===== config.mk =====
export PLATFORM = sky130hd
export DESIGN_NAME = scb_fifo
export DESIGN_NICKNAME = d
export VERILOG_FILES = /design/src/rtl/scb_pkg.sv /design/src/rtl/scb_fifo.sv
export SDC_FILE = /design/constraint.sdc
export NUM_CORES = 1
export LEC_CHECK = 0
export BUFFER_PORTS_ARGS = -buffer_cell sky130_fd_sc_hd__buf_2
export CORE_ASPECT_RATIO = 0.8
export CORE_UTILIZATION = 48
export CTS_CLUSTER_SIZE = 24
export DETAILED_ROUTE_END_ITERATION = 8
export GPL_ROUTABILITY_DRIVEN = 0
export HOLD_SLACK_MARGIN = 0.1
export PLACE_DENSITY = 0.77
export RECOVER_POWER = 50
export SLEW_MARGIN = 20
export SYNTH_ARGS = -nofsm -noshare
export SYNTH_HDL_FRONTEND = slang
export SYNTH_SLANG_ARGS = --single-unit
export TNS_END_PERCENT = 50

===== constraint.sdc =====
create_clock -name clk -period 7.7 [get_ports clk]
set_input_delay 0.77 -clock clk [delete_from_list [all_inputs] [get_ports clk]]
set_output_delay 0.77 -clock clk [all_outputs]
set_load 0.02 [all_outputs]

===== src/rtl/scb_pkg.sv =====
// ---------------------------------------------------------------------------
// Speckle contrast blocks package
// Shared widths, register indexes and the item passed from front to back.
// ---------------------------------------------------------------------------
`default_nettype none
package scb_pkg;

  localparam int MAX_WIDTH  = 2048;
  localparam int MAX_HEIGHT = 2048;
  localparam int MAX_BLOCK  = 32;

  localparam int PIX_W  = 8;
  localparam int SUM_W  = 18;
  localparam int SQ_W   = 26;
  localparam int CNT_W  = 12;
  localparam int IDX_W  = 11;
  localparam int BS_W   = 6;
  localparam int DIM_W  = 12;
  localparam int N_W    = 11;
  localparam int RES_W  = 8;
  localparam int CFG_W  = 2;
  localparam int ADDR_W = $clog2(MAX_WIDTH);
  localparam int ST_W   = SUM_W + SQ_W;

  localparam logic [RES_W-1:0] SCALE = 8'd255;

  localparam logic [CFG_W-1:0] REG_BLOCK_SIZE   = 2'd0;
  localparam logic [CFG_W-1:0] REG_IMAGE_WIDTH  = 2'd1;
  localparam logic [CFG_W-1:0] REG_IMAGE_HEIGHT = 2'd2;

  typedef struct packed {
    logic [SUM_W-1:0] s1;
    logic [SQ_W-1:0]  s2;
    logic [N_W-1:0]   n;
    logic [IDX_W-1:0] block_row;
    logic [IDX_W-1:0] block_col;
    logic             frame_done;
  } scb_item_t;

endpackage
`default_nettype wire


===== src/rtl/scb_fifo.sv =====
// ---------------------------------------------------------------------------
// Block result queue
// Two-entry queue of finished block sums between front and back.
// ---------------------------------------------------------------------------
`default_nettype none
module scb_fifo
  import scb_pkg::*;
(
  input  wire logic      clk,
  input  wire logic      rst_n,
  input  wire logic      push,
  input  scb_item_t      push_item,
  output logic           full,
  input  wire logic      pop,
  output scb_item_t      pop_item,
  output logic           empty
);

  scb_item_t   mem_r [2];
  logic        wp_r, wp_nxt, rp_r, rp_nxt;
  logic [1:0]  cnt_r, cnt_nxt;

  assign full     = (cnt_r == 2'd2);
  assign empty    = (cnt_r == 2'd0);
  assign pop_item = mem_r[rp_r];

  always_comb begin
    wp_nxt  = wp_r ^ push;
    rp_nxt  = rp_r ^ pop;
    cnt_nxt = cnt_r + {1'b0, push} - {1'b0, pop};
  end

  always_ff @(posedge clk) begin
    if (!rst_n) begin
      wp_r  <= 1'b0;
      rp_r  <= 1'b0;
      cnt_r <= 2'd0;
    end else begin
      wp_r  <= wp_nxt;
      rp_r  <= rp_nxt;
      cnt_r <= cnt_nxt;
    end
  end

  always_ff @(posedge clk) begin
    if (push) begin
      mem_r[wp_r] <= push_item;
    end
  end

endmodule
`default_nettype wire


* Word-level counts from Yosys, hierarchy flattened
Memory sizes are Yosys's and may differ from the RTL's. A register that Yosys moved wholly into a read port is not among the register bits. Cells that the tools add are included.
Word-level totals: register bits after elaboration 4, RAM bits 156, input bits 82, output and inout port bits 80, logic and storage cells 13, memories 1
Memories:
- mem_r | depth 2, width 78, read ports 1, clocked after memory_dff 1, write ports 1, RTL line scb_fifo.sv:19 | scb_item_t mem_r [2];
Operators by class: $add $sub $neg 2, eq/ne operators 1, multiplexer cells 3, bitwise operators 2, reduce and logical (&&, ||, !) cells 1
Operators with widths (count):
- $mux 1 | 3
- $add 2x1->2 | 1
- $eq 2x2->1 const B | 1
- $logic_not 2->1 | 1
- $sub 2x1->2 | 1
- $xor 1x1->1 | 2

* Depth between registers and ports, before layout
word-level depth 2, depth in mapped cells 6, mapped depth without buffers 6

* Least setup slack after synthesis
Ideal clock, no wire load.
path type input to register, start point in push, end point mem mem_r[0][0] (netlist name), enable pin, library setup time 0.445 ns, arrival time 2.640 ns, required time 7.255 ns, path slack 4.615 ns, stages on the path 1, buffers on the path 0, cells stage by stage ha_1
On the way: word-level cells in the longest chain between the ends 2
RTL lines:
- from (decl) | RTL line scb_fifo.sv:11 | input wire logic push,
- $mux 1 | RTL line scb_fifo.sv:46 | if (push) begin
- $mux 1 (implied by the code) | RTL line scb_fifo.sv:47 | mem_r[wp_r] <= push_item;
- to (decl) | RTL line scb_fifo.sv:19
No other way between the ends.

==> summary.md <==
| Metric | Value |
|---|---|
| Outcome | finished, violations left |
| Failing checks | capacitance limit, slew limit |
| Worst-path cell chain | buf_4 > mux2_2 > buf_2 |
| Min Hold Slack | 0.5428 ns |
| First-pass GRT wire length | ~15 mm |
| Die area | 0.01283 mm² |
| Design Area, Final | 0.007477 mm² |
| Die height | 101.5 µm |
| Fillcell total | 826 |
| Reg2reg setup slack | approximately 5.3 ns |
| Synth Cell Area | a little under 0.006 mm² |
| N_diodes | 0 |
| Post-cts resize count | 0 |
| Data arrival time of the worst path | 2.32 ns |
| HP Start | push_item[50] |
| CORE AREA | 0.01178 mm² |
| CTS sink count | approximately 160 |
| Site Rows | 35 |
| Slowest cell on crit path | buf_4 |
| RR Startpoint | wp_r |
| Unique cell type count in the Yosys netlist | 13 |
| Reg-to-Reg End | mem_r[0][6] |
| Yosys reg bits | 161 |
| Startpoint type of the worst setup path | flop |
| Largest net degree at the start of global routing | 79 |
| Power Total | 2.147 mW |
| Reg clk slew, reported paths | 0.06 ns |
| Clock buffer depth | 2 |
| FF-to-FF path depth | 3 |
| LEAKAGE | approximately 2.8 nW |
| Utilization after layout | 0.6347 |
| Max frequency | roughly 320 MHz |
| CTS tree | yes |
| CP max FO | 46 |
| Post-placement cell count | 565 |
| Gr usage total | 0.1636 |
| Post-synth top cells | edfxtp_1, mux2_2, mux2_4 |
| Slew HR | -0.2160 |
| Power Density | 287.2 mW/mm² |
| Most used DFF post-synth | edfxtp_1 |
| CP Class | flop to primary output |
| Setup Fix Bufs, Post-CTS | 0 |
| Hold Path End | mem_r[1][50] |
| Sequential-to-total area share from yosys stat | 0.8052 |
| Post-route minimum period | a little over 3 ns |
| Post-Place Cell Area | slightly below 0.007 mm² |
| Gate Count Post-Synth | 264 |
| Clk_lat worst skew | 0.41 ns |
| Vias per cell | 4.938 |
| Cts hold-fix bufs | 0 |
| Post-synth top area share | 0.7884 |
| CP max stage delay | around 0.64 ns |
| Clock Skew | ~0.010 ns |
| Final non-filler cell total | approximately 600 |
| Hold Crit Class | input port to flop |
| Most frequent cell after synthesis | edfxtp_1 |
| IO Count | 162 |
| Yosys warns | 0 |
| Syn_area_per_cell | roughly 23 µm² |
| Width of the die | 126.4 µm |
| RSZ-0062 raised after global routing | no |
| DRC viols | 0 |
| Slew @ Worst Pin | 1.824 ns |
| Synth area leader | edfxtp_1 |
| Pre-CTS setup slack | 5.008 ns |
| Clock root buffer | clkbuf_16 |
| Initial antenna violation count | 0 |
| Hold depth | 1 |
| Total CTS buffers | 17 |
| Synth-to-layout area growth | 25.84% |
| Gr ovfl total | 0 |
| Routed Antenna Nets | 0 |
| Slew Limit Fails | 76 |
| Post-Route WL | 10.01 mm |
| Setup violators final | 0 |
| Fin crit share | 0.4019 |
| Share of layout cells above drive strength 1 | 0.5255 |
| Critical path capture point type | primary output |
| Max-cap violations | 2 |
| Routed WL per cell | about 17 µm |
| Max VDD drop | approximately 0.22 mV |
| Vias in the first global route | 3147 |
| Final nets | 524 |
| Synth area leaders | edfxtp_1, mux2_2, mux2_4, dfxtp_1, ha_1 |
| Starting Density | 0.5044 |
| FFs w/ async S/R, synth | 0 |
| Critical path data required time | 6.93 ns |
| Port bufs | 161 |
| Drt first pass iters | 4 |
| EDFF count, synth | 156 |
| DRT iter0 DRCs | between 150 and 200 |
| Final-report hold violation count | 0 |
| Vias post-DR | 2958 |
| Post-DP HPWL | ~6.3 mm |
| TNS Setup | 0 ns |
| Synthesized Nets | 350 |
| H-tree level count | 4 |
| Final worst setup slack | ~4.6 ns |
power by group:
group / internal [mW] / switching [mW] / total, mW
clock network: 0.515 / 0.337 / 0.852
logic: 0.108 / 0.144 / 0.252
registers: 1.02 / 0.0198 / 1.04
total: 1.65 / 0.501 / 2.15
worst max path at each step:
stage                    to  slack [ns]  cells after the start  start
6_report        pop_item[6]        4.61                      3   flop
5_1_grt        pop_item[25]        4.49                      3   flop
4_1_cts         pop_item[6]        4.57                      3   flop
3_5_place_dp    pop_item[6]        5.01                      3   flop
3_3_place_gp   pop_item[17]        5.05                      3   flop
2_1_floorplan   mem_r[0][0]        4.61                      1   push
state kept, by name, indices dropped and copies added (netlist names), named ones only:
register,count
mem_r,156
cnt_r,2
wp_r,1
rp_r,1
per-layer routing:
metal | vias to the layer above | GRT usage | part of all wire
li1 | 1388 | - | -
met4 | 0 | 0.06673 | 0.0092
met1 | 1447 | 0.1862 | 0.43
met3 | 10 | 0.06709 | 0.074
met5 | - | 0 | 0
met2 | 113 | 0.2779 | 0.49
cell families after synthesis:
| group | after synthesis | share of synthesized area |
|---|---|---|
| buffers and inverters | 12 | 0.01369 |
| and+or+nand+nor | 7 | 0.006949 |
| DFF | 161 | 0.8052 |
| adders and majority gates | 4 | 0.008423 |
| xor gates and xnor gates | 2 | 0.005264 |
| muxes | 78 | 0.1605 |
placed cells by master (no fill, tap or decap), drive strengths merged:
cell      Yosys  routed
and2          3       3
buf           9     128
bufinv        0       3
clkbuf        0      53
clkinv        0       4
clkinvlp      0       3
dfxtp         5       5
edfxtp      156     156
ha            4       4
inv           3       8
mux2         78      78
nor2          1       1
nor2b         3       3
xnor3         1       1
xor2          1       1
critical path, delay by kind of cell (launching register included):
family,cells,cell delay (ns)
buffers and inverters,2,0.80
flip-flops,1,0.63
multiplexers,1,0.42
cell type report:
class / instances / area (µm²) / area share
clock buffers: 17 / 425.4 / 0.05689
clock inverters: 15 / 182.7 / 0.02443
inverters: 3 / 11.26 / 0.001506
multi-input cells: 91 / 1076 / 0.1439
flip-flops and latches: 161 / 4788 / 0.6404
well taps: 148 / 185.2 / 0.02477
repair buffers: 164 / 808.3 / 0.1081
(Power assumes the default switching activity.)
