### config.mk
export PLATFORM = sky130hd
export DESIGN_NAME = scb_back
export DESIGN_NICKNAME = d
export VERILOG_FILES = /design/src/rtl/scb_pkg.sv /design/src/rtl/scb_back.sv
export SDC_FILE = /design/constraint.sdc
export NUM_CORES = 2
export LEC_CHECK = 0
export ABC_AREA = 0
export BUFFER_PORTS_ARGS = -buffer_cell sky130_fd_sc_hd__buf_2
export CAP_MARGIN = 25
export CELL_PAD_IN_SITES_DETAIL_PLACEMENT = 1
export CELL_PAD_IN_SITES_GLOBAL_PLACEMENT = 1
export CORE_MARGIN = 3
export CORE_UTILIZATION = 29
export DETAILED_ROUTE_END_ITERATION = 10
export PLACE_DENSITY = 0.56
export SETUP_SLACK_MARGIN = 0.05
export SYNTH_ARGS = -nofsm -noshare
export SYNTH_HDL_FRONTEND = slang
export SYNTH_SLANG_ARGS = --single-unit
### constraint.sdc
create_clock -name clk -period 12.95 [get_ports clk]
set_input_delay 1.295 -clock clk [delete_from_list [all_inputs] [get_ports clk]]
set_output_delay 1.295 -clock clk [all_outputs]
set_load 0.01 [all_outputs]
### src/rtl/scb_pkg.sv
// ---------------------------------------------------------------------------
// Speckle contrast blocks package
// Shared widths, register indexes and the item passed from front to back.
// ---------------------------------------------------------------------------
`default_nettype none
package scb_pkg;

  localparam int MAX_WIDTH  = 2048;
  localparam int MAX_HEIGHT = 2048;
  localparam int MAX_BLOCK  = 32;

  localparam int PIX_W  = 8;
  localparam int SUM_W  = 18;
  localparam int SQ_W   = 26;
  localparam int CNT_W  = 12;
  localparam int IDX_W  = 11;
  localparam int BS_W   = 6;
  localparam int DIM_W  = 12;
  localparam int N_W    = 11;
  localparam int RES_W  = 8;
  localparam int CFG_W  = 2;
  localparam int ADDR_W = $clog2(MAX_WIDTH);
  localparam int ST_W   = SUM_W + SQ_W;

  localparam logic [RES_W-1:0] SCALE = 8'd255;

  localparam logic [CFG_W-1:0] REG_BLOCK_SIZE   = 2'd0;
  localparam logic [CFG_W-1:0] REG_IMAGE_WIDTH  = 2'd1;
  localparam logic [CFG_W-1:0] REG_IMAGE_HEIGHT = 2'd2;

  typedef struct packed {
    logic [SUM_W-1:0] s1;
    logic [SQ_W-1:0]  s2;
    logic [N_W-1:0]   n;
    logic [IDX_W-1:0] block_row;
    logic [IDX_W-1:0] block_col;
    logic             frame_done;
  } scb_item_t;

endpackage
`default_nettype wire

### src/rtl/scb_back.sv
// ---------------------------------------------------------------------------
// Speckle contrast back end
// Works out floor(255*sqrt(n*S2-S1^2)/S1), capped at 255, one result bit per try-and-compare pass.
// ---------------------------------------------------------------------------
`default_nettype none
module scb_back
  import scb_pkg::*;
(
  input  wire logic              clk,
  input  wire logic              rst_n,
  input  wire logic              empty,
  input  scb_item_t              pop_item,
  output logic                   pop,
  output logic                   out_valid,
  input  wire logic              out_ready,
  output logic [RES_W-1:0]       out_contrast,
  output logic [IDX_W-1:0]       out_row,
  output logic [IDX_W-1:0]       out_col,
  output logic                   out_frame_done
);

  typedef enum logic [7:0] {
    B_IDLE = 8'b00000001,
    B_PROD = 8'b00000010,
    B_DIFF = 8'b00000100,
    B_SC1  = 8'b00001000,
    B_SC2  = 8'b00010000,
    B_TRY  = 8'b00100000,
    B_CMP  = 8'b01000000,
    B_FIN  = 8'b10000000
  } bstate_t;

  bstate_t          state_r, state_nxt;
  scb_item_t        it_r;
  logic [36:0]      a_r, b_r, d_r;
  logic [44:0]      x1_r;
  logic [52:0]      x_r;
  logic [25:0]      t_r;
  logic [51:0]      tsq;
  logic [RES_W-1:0] res_r, bit_r;
  logic             out_valid_r, load_out;

  assign pop       = (state_r == B_IDLE) && !empty;
  assign load_out  = (state_r == B_FIN) && (!out_valid_r || out_ready);
  assign out_valid = out_valid_r;
  assign tsq       = t_r * t_r;

  always_comb begin
    state_nxt = state_r;
    case (state_r)
      B_IDLE: if (!empty) state_nxt = B_PROD;
      B_PROD: state_nxt = B_DIFF;
      B_DIFF: state_nxt = B_SC1;
      B_SC1:  state_nxt = B_SC2;
      B_SC2:  state_nxt = B_TRY;
      B_TRY:  state_nxt = B_CMP;
      B_CMP:  state_nxt = bit_r[0] ? B_FIN : B_TRY;
      B_FIN:  if (load_out) state_nxt = B_IDLE;
      default: state_nxt = B_IDLE;
    endcase
  end

  always_ff @(posedge clk) begin
    if (!rst_n) begin
      state_r     <= B_IDLE;
      out_valid_r <= 1'b0;
    end else begin
      state_r <= state_nxt;
      if (load_out) begin
        out_valid_r <= 1'b1;
      end else if (out_ready) begin
        out_valid_r <= 1'b0;
      end
    end
  end

  always_ff @(posedge clk) begin
    case (state_r)
      B_IDLE: begin
        it_r  <= pop_item;
        res_r <= '0;
        bit_r <= 8'h80;
      end
      B_PROD: begin
        a_r <= 37'(it_r.n) * 37'(it_r.s2);
        b_r <= 37'(it_r.s1 * it_r.s1);
      end
      B_DIFF: d_r <= (a_r > b_r) ? a_r - b_r : '0;
      B_SC1:  x1_r <= 45'(d_r) * 45'(SCALE);
      B_SC2:  x_r <= 53'(x1_r) * 53'(SCALE);
      // Largest result with (r*S1)^2 <= 255^2*d, found MSB first.
      B_TRY:  t_r <= 26'(res_r | bit_r) * 26'(it_r.s1);
      B_CMP: begin
        if ({1'b0, tsq} <= x_r) begin
          res_r <= res_r | bit_r;
        end
        bit_r <= bit_r >> 1;
      end
      default: ;
    endcase
    if (load_out) begin
      out_contrast   <= (it_r.s1 == '0) ? '0 : res_r;
      out_row        <= it_r.block_row;
      out_col        <= it_r.block_col;
      out_frame_done <= it_r.frame_done;
    end
  end

endmodule
`default_nettype wire

# Yosys cells after proc, flatten, opt, wreduce, memory -nomap -nowiden
# Cells that the tools add are included.
[totals]
register_bits = 368
in_bits = 82
output_inout_bits = 33
wordCells = 61
[op_classes]
n_addsub = 1
multipliers = 6
magnitude_cmp = 2
n_eq_ne = 11
muxes = 9
bitwise = 2
reduce_logical = 10
[ops]
columns = ["operator", "count"]
rows = [
  ["8-bit one-hot mux with 8 select lines", 1],
  ["52-bit by 53-bit less-or-equal comparator with 1-bit output", 1],
  ["45-bit by 8-bit multiplier with 53-bit output (second input constant)", 1],
  ["26-bit by 26-bit multiplier with 52-bit output", 1],
  ["37-bit by 8-bit multiplier with 45-bit output (second input constant)", 1],
  ["37-bit by 36-bit greater-than comparator with 1-bit output", 1],
  ["11-bit by 26-bit multiplier with 37-bit output", 1],
  ["37-bit by 36-bit subtractor with 37-bit output", 1],
  ["18-bit by 18-bit multiplier with 36-bit output", 1],
  ["8-bit 2-to-1 mux", 4],
  ["8-bit one-hot mux with 2 select lines", 2],
  ["8-bit by 18-bit multiplier with 26-bit output", 1],
  ["18-bit logical NOT", 1],
  ["8-bit OR", 2],
  ["8-bit by 1-bit == test with 1-bit output (second input constant)", 1],
  ["8-bit by 2-bit == test with 1-bit output (second input constant)", 1],
  ["8-bit by 3-bit == test with 1-bit output (second input constant)", 1],
  ["8-bit by 4-bit == test with 1-bit output (second input constant)", 1],
  ["8-bit by 5-bit == test with 1-bit output (second input constant)", 1],
  ["8-bit by 6-bit == test with 1-bit output (second input constant)", 1],
  ["8-bit by 7-bit == test with 1-bit output (second input constant)", 1],
  ["8-bit == test (second input constant)", 1],
  ["2-bit inequality test (second input constant)", 3],
  ["2-bit AND reduction", 2],
  ["5 further kinds", 9],
]

# Longest topological paths before layout
[depth]
ltp_word = 5
mapped_depth = 39
ltp_nobuf = 37

# Least setup slack after synthesis
# OpenSTA, ideal clock, no wires.
[synth_path]
path_kind = "flip-flop to flip-flop"
startpoint = "register t_r[3]"
endpoint = "register res_r[0] (enable)"
setup_time_ps = 388
arrival_time_ps = 8993
required_ps = 12562
setup_slack_ps = 3569
stages_incl_launch_ff = 37
path_buffers = 2
period_less_slack_ps = 9381
path_cell_list = "edfxtp_1 > clkbuf_1 > clkbuf_1 > nand2_1 > fa_1 > inv_1 > fa_1 > fa_1 > inv_1 > fa_1 > inv_1 > fa_1 > fa_1 > inv_1 > fa_1 > inv_1 > ha_1 > a21o_1 > a21o_1 > a21oi_1 > o21ai_0 > a21oi_1 > o31ai_1 > a21oi_1 > o211ai_1 > o211a_1 > a311o_1 > xor2_1 > ha_1 > nand4_1 > or4b_2 > nor3_1 > nand2_1 > inv_1 > a31oi_1 > nor3b_1 > a211oi_1"
[synth_via]
elab_chain_len = 4
[synth_lines]
columns = ["item", "line_no", "source"]
rows = [
  ["start, declared", "scb_back.sv:38", "logic [25:0] t_r;"],
  ["start signal, assigned", "scb_back.sv:92", "B_TRY: t_r <= 26'(res_r | bit_r) * 26'(it_r.s1);"],
  ["26-bit by 26-bit multiplier with 52-bit output", "scb_back.sv:46", "assign tsq = t_r * t_r;"],
  ["52-bit by 53-bit less-or-equal comparator with 1-bit output", "scb_back.sv:94", "if ({1'b0, tsq} <= x_r) begin"],
  ["2-bit inequality test (no line)", "n/a", ""],
  ["2-bit AND reduction (no line)", "n/a", ""],
  ["end signal, assigned", "scb_back.sv:95", "res_r <= res_r | bit_r;"],
  ["end, declared", "scb_back.sv:40", "logic [RES_W-1:0] res_r, bit_r;"],
]
# Every way passes these cells.
# A chain may end at the register's enable or synchronous reset.

# Worst setup path in the final report
[layout_path]
startpoint = "register t_r[10]"
endpoint = "register res_r[5] (enable)"
# Same word-level chain as after synthesis.

==> metrics.cfg <==
[status]
status=complete, no violations

[detailed_routing]
first_iter_violations=1636
drc_errors=0
wire_per_inst_um=17.6
vias_per_cell=4.54
drt_wl_total_um=182000
vias=46886
postRouteAntennaNets=0
dr.pass1.iters=5

[global_routing]
grt_pass1_wl_um=300000
grtUsageMet1_pct=19.8
grt_max_degree=63
grtUsageTotal_pct=15.0
antenna_found_initial=1
grtUsageMet3_pct=1.24
gr-total-overflow=0
top_usage_layer=met2
grt_pass1_vias=54997
grt_util_met2_pct=27.1

[critical_path]
required_ns=13.33
worst_ep_arrival_time_ns=11.24
start_kind=flip-flop
slowest_delay_ns=0.95
cp_max_fo=20
end_kind=flip-flop
critical_path_class=reg2reg
crit_top_cell=fa_1
crit_path_top_delay_cell=edfxtp_1

[clocking]
cts_setup_buffers=0
h-tree-depth=2
cts_sinks=367
clk_path_buf_depth=3
cts_tree=yes
hold_buffers=0
clk_pin_slew_ns=0.06
cts-root-buf=clkbuf_16
cts_buffers=49
clk_latency_ns=0.69
cts_resized=0

[die]
die_w_um=499
die_h_um=499
die_area_sq_um=249000
fp-row-count=180
initial_core_util_pct=29.2
core_area_sq_um=241000
io_pins=115

[timing]
finalCritPeriodShare_pct=83.9
timing.final.max_slew_violations=0
max_freq_ghz=0.0921
finClkSkew_ns=0.0543
setup_violations=0
tns_ns=0
worst_pin_slew_ns=1.04
layout_min_cycle_time_ns=10.86
rsz0062_at_grt=no
timing.final.hold_violations=0
slew_headroom_pct=29.9

[synth]
syn_nets=9238
synth_compound_area_share_pct=7.15
synthDistinctLibCells=102
synth_top_family_by_area=adder cells
synth_mux_area_share_pct=0.0462
synthArstFlopShare_pct=0
synth_area_sq_um=70400
synth_xor_area_share_pct=3.30
yosys_warnings=0
synthAdderAreaFrac_pct=52.4
synth-seq-cells=367
syn_inst=7068
ys.flop_type=edfxtp_1
syn_area_per_cell_sq_um=9.96
synth_edf_count=358
ys_seq_area_share_pct=15.5
synthSimpleGateAreaFrac_pct=10.7

[place]
io_buffers=114
hpwl_um=153000
place_congestion=0.827

[final_layout]
drive_above_1_share_pct=4.70
final_cell_mix=inv_1, fa_1, ha_1
fillCellCount=27583
nets=9279
syn_to_final_growth_pct=8.76
layout_commonest_cell=inv_1

[job]
maxCapViolations=0

[min_path]
hold_path.class=reg2reg

[logic make-up after synthesis]
family                   Yosys count
AND/OR/NAND/NOR                 1557
multiplexers                       3
flip-flops                       367
AO/OA/AOI/OAI                    763
XOR/XNOR                         265
buffers and inverters           2025
adder cells (fa/ha/maj)         2088
[synth_stat cells (6+ instances only)]
cell / n / area [sq um]
a211oi_1: 24 / 180
a21boi_0: 9 / 67.6
a21o_1: 164 / 1230
a21oi_1: 235 / 1180
a311oi_1: 6 / 52.6
a31oi_1: 26 / 163
and2_1: 333 / 2080
and3_1: 37 / 231
clkbuf_1: 186 / 698
clkinv_1: 6 / 22.5
dfxtp_1: 9 / 180
edfxtp_1: 358 / 10800
fa_1: 1431 / 28600
ha_1: 657 / 8220
inv_1: 1823 / 6840
nand2_1: 622 / 2330
nand2b_1: 29 / 181
nand3_1: 54 / 270
nand4_1: 30 / 188
nor2_1: 246 / 923
nor2b_1: 84 / 526
nor3_1: 39 / 195
nor3b_1: 12 / 90.1
nor4_1: 9 / 56.3
o2111ai_1: 6 / 52.6
o211ai_1: 9 / 67.6
o21a_1: 40 / 300
o21ai_0: 124 / 621
o21ai_1: 9 / 45.0
o21bai_1: 28 / 210
o31a_1: 8 / 70.1
o31ai_1: 11 / 82.6
or2_2: 18 / 113
or3_1: 8 / 50.1
xnor2_1: 171 / 1500
xor2_1: 94 / 823
[state kept, by name, summed over array words and instances, names as in the netlist]
register and flops:
a_r 37, b_r 35, bit_r 8, d_r 37, it_r 78, out_col 11, out_contrast 8, out_frame_done 1
out_row 11, out_valid 1, res_r 8, state_r 8, t_r 26, x1_r 45, x_r 53
[metrics by stage]
stage | instances | area, sq um | setup slack (ns) | hold WS, ns | util (%)
after detailed placement | 10241 | 74700 | 2.07 | 0.406 | 31.0
after floorplan | 7068 | 70400 | 3.57 | 0.400 | -
after global placement | 10237 | 74700 | 2.03 | 0.401 | 31.0
final | 10333 | 76600 | 2.09 | 0.418 | 31.8
after CTS | 10329 | 76500 | 2.10 | 0.415 | 31.8
after global routing | 10331 | 76600 | 1.36 | 0.424 | 31.8
[final timing paths]
kind	slack, ns	end	from	cells after the start
worst max-delay path	2.09	res_r[5]	t_r[10]	34
worst min-delay path	0.42	out_col[0]	it_r[1]	0
worst max register to register	2.09	res_r[5]	t_r[10]	34
worst min register to register	0.42	out_col[0]	it_r[1]	0
[critical path, delay by kind of cell (launching register included)]
kind | cells | cell delay [ns]
fa+ha+maj | 9 | 3.87
compound gates | 10 | 2.74
simple gates | 8 | 1.80
buf+inv | 6 | 1.13
flops | 1 | 0.95
xor+xnor | 1 | 0.10
[cell type report]
type	instances	area [sq um]	share of cell area, %
antenna	2	5.00	0.00654
clock buffer	52	1240	1.62
clock inverter	36	536	0.699
inverter	1831	6870	8.98
multi-input combinational	4676	51900	67.7
sequential	367	10900	14.3
tap	3185	3990	5.20
timing repair buffer	184	1150	1.50
[routing by layer]
metal	share of wire, %	wire length, um
met4	1.7	3120
met3	2.3	4180
met1	45	82100
met2	51	92600
met5	0	0
Power is not shown: default switching activity piles up to over one toggle a cycle in this logic, so the estimate is an artifact.
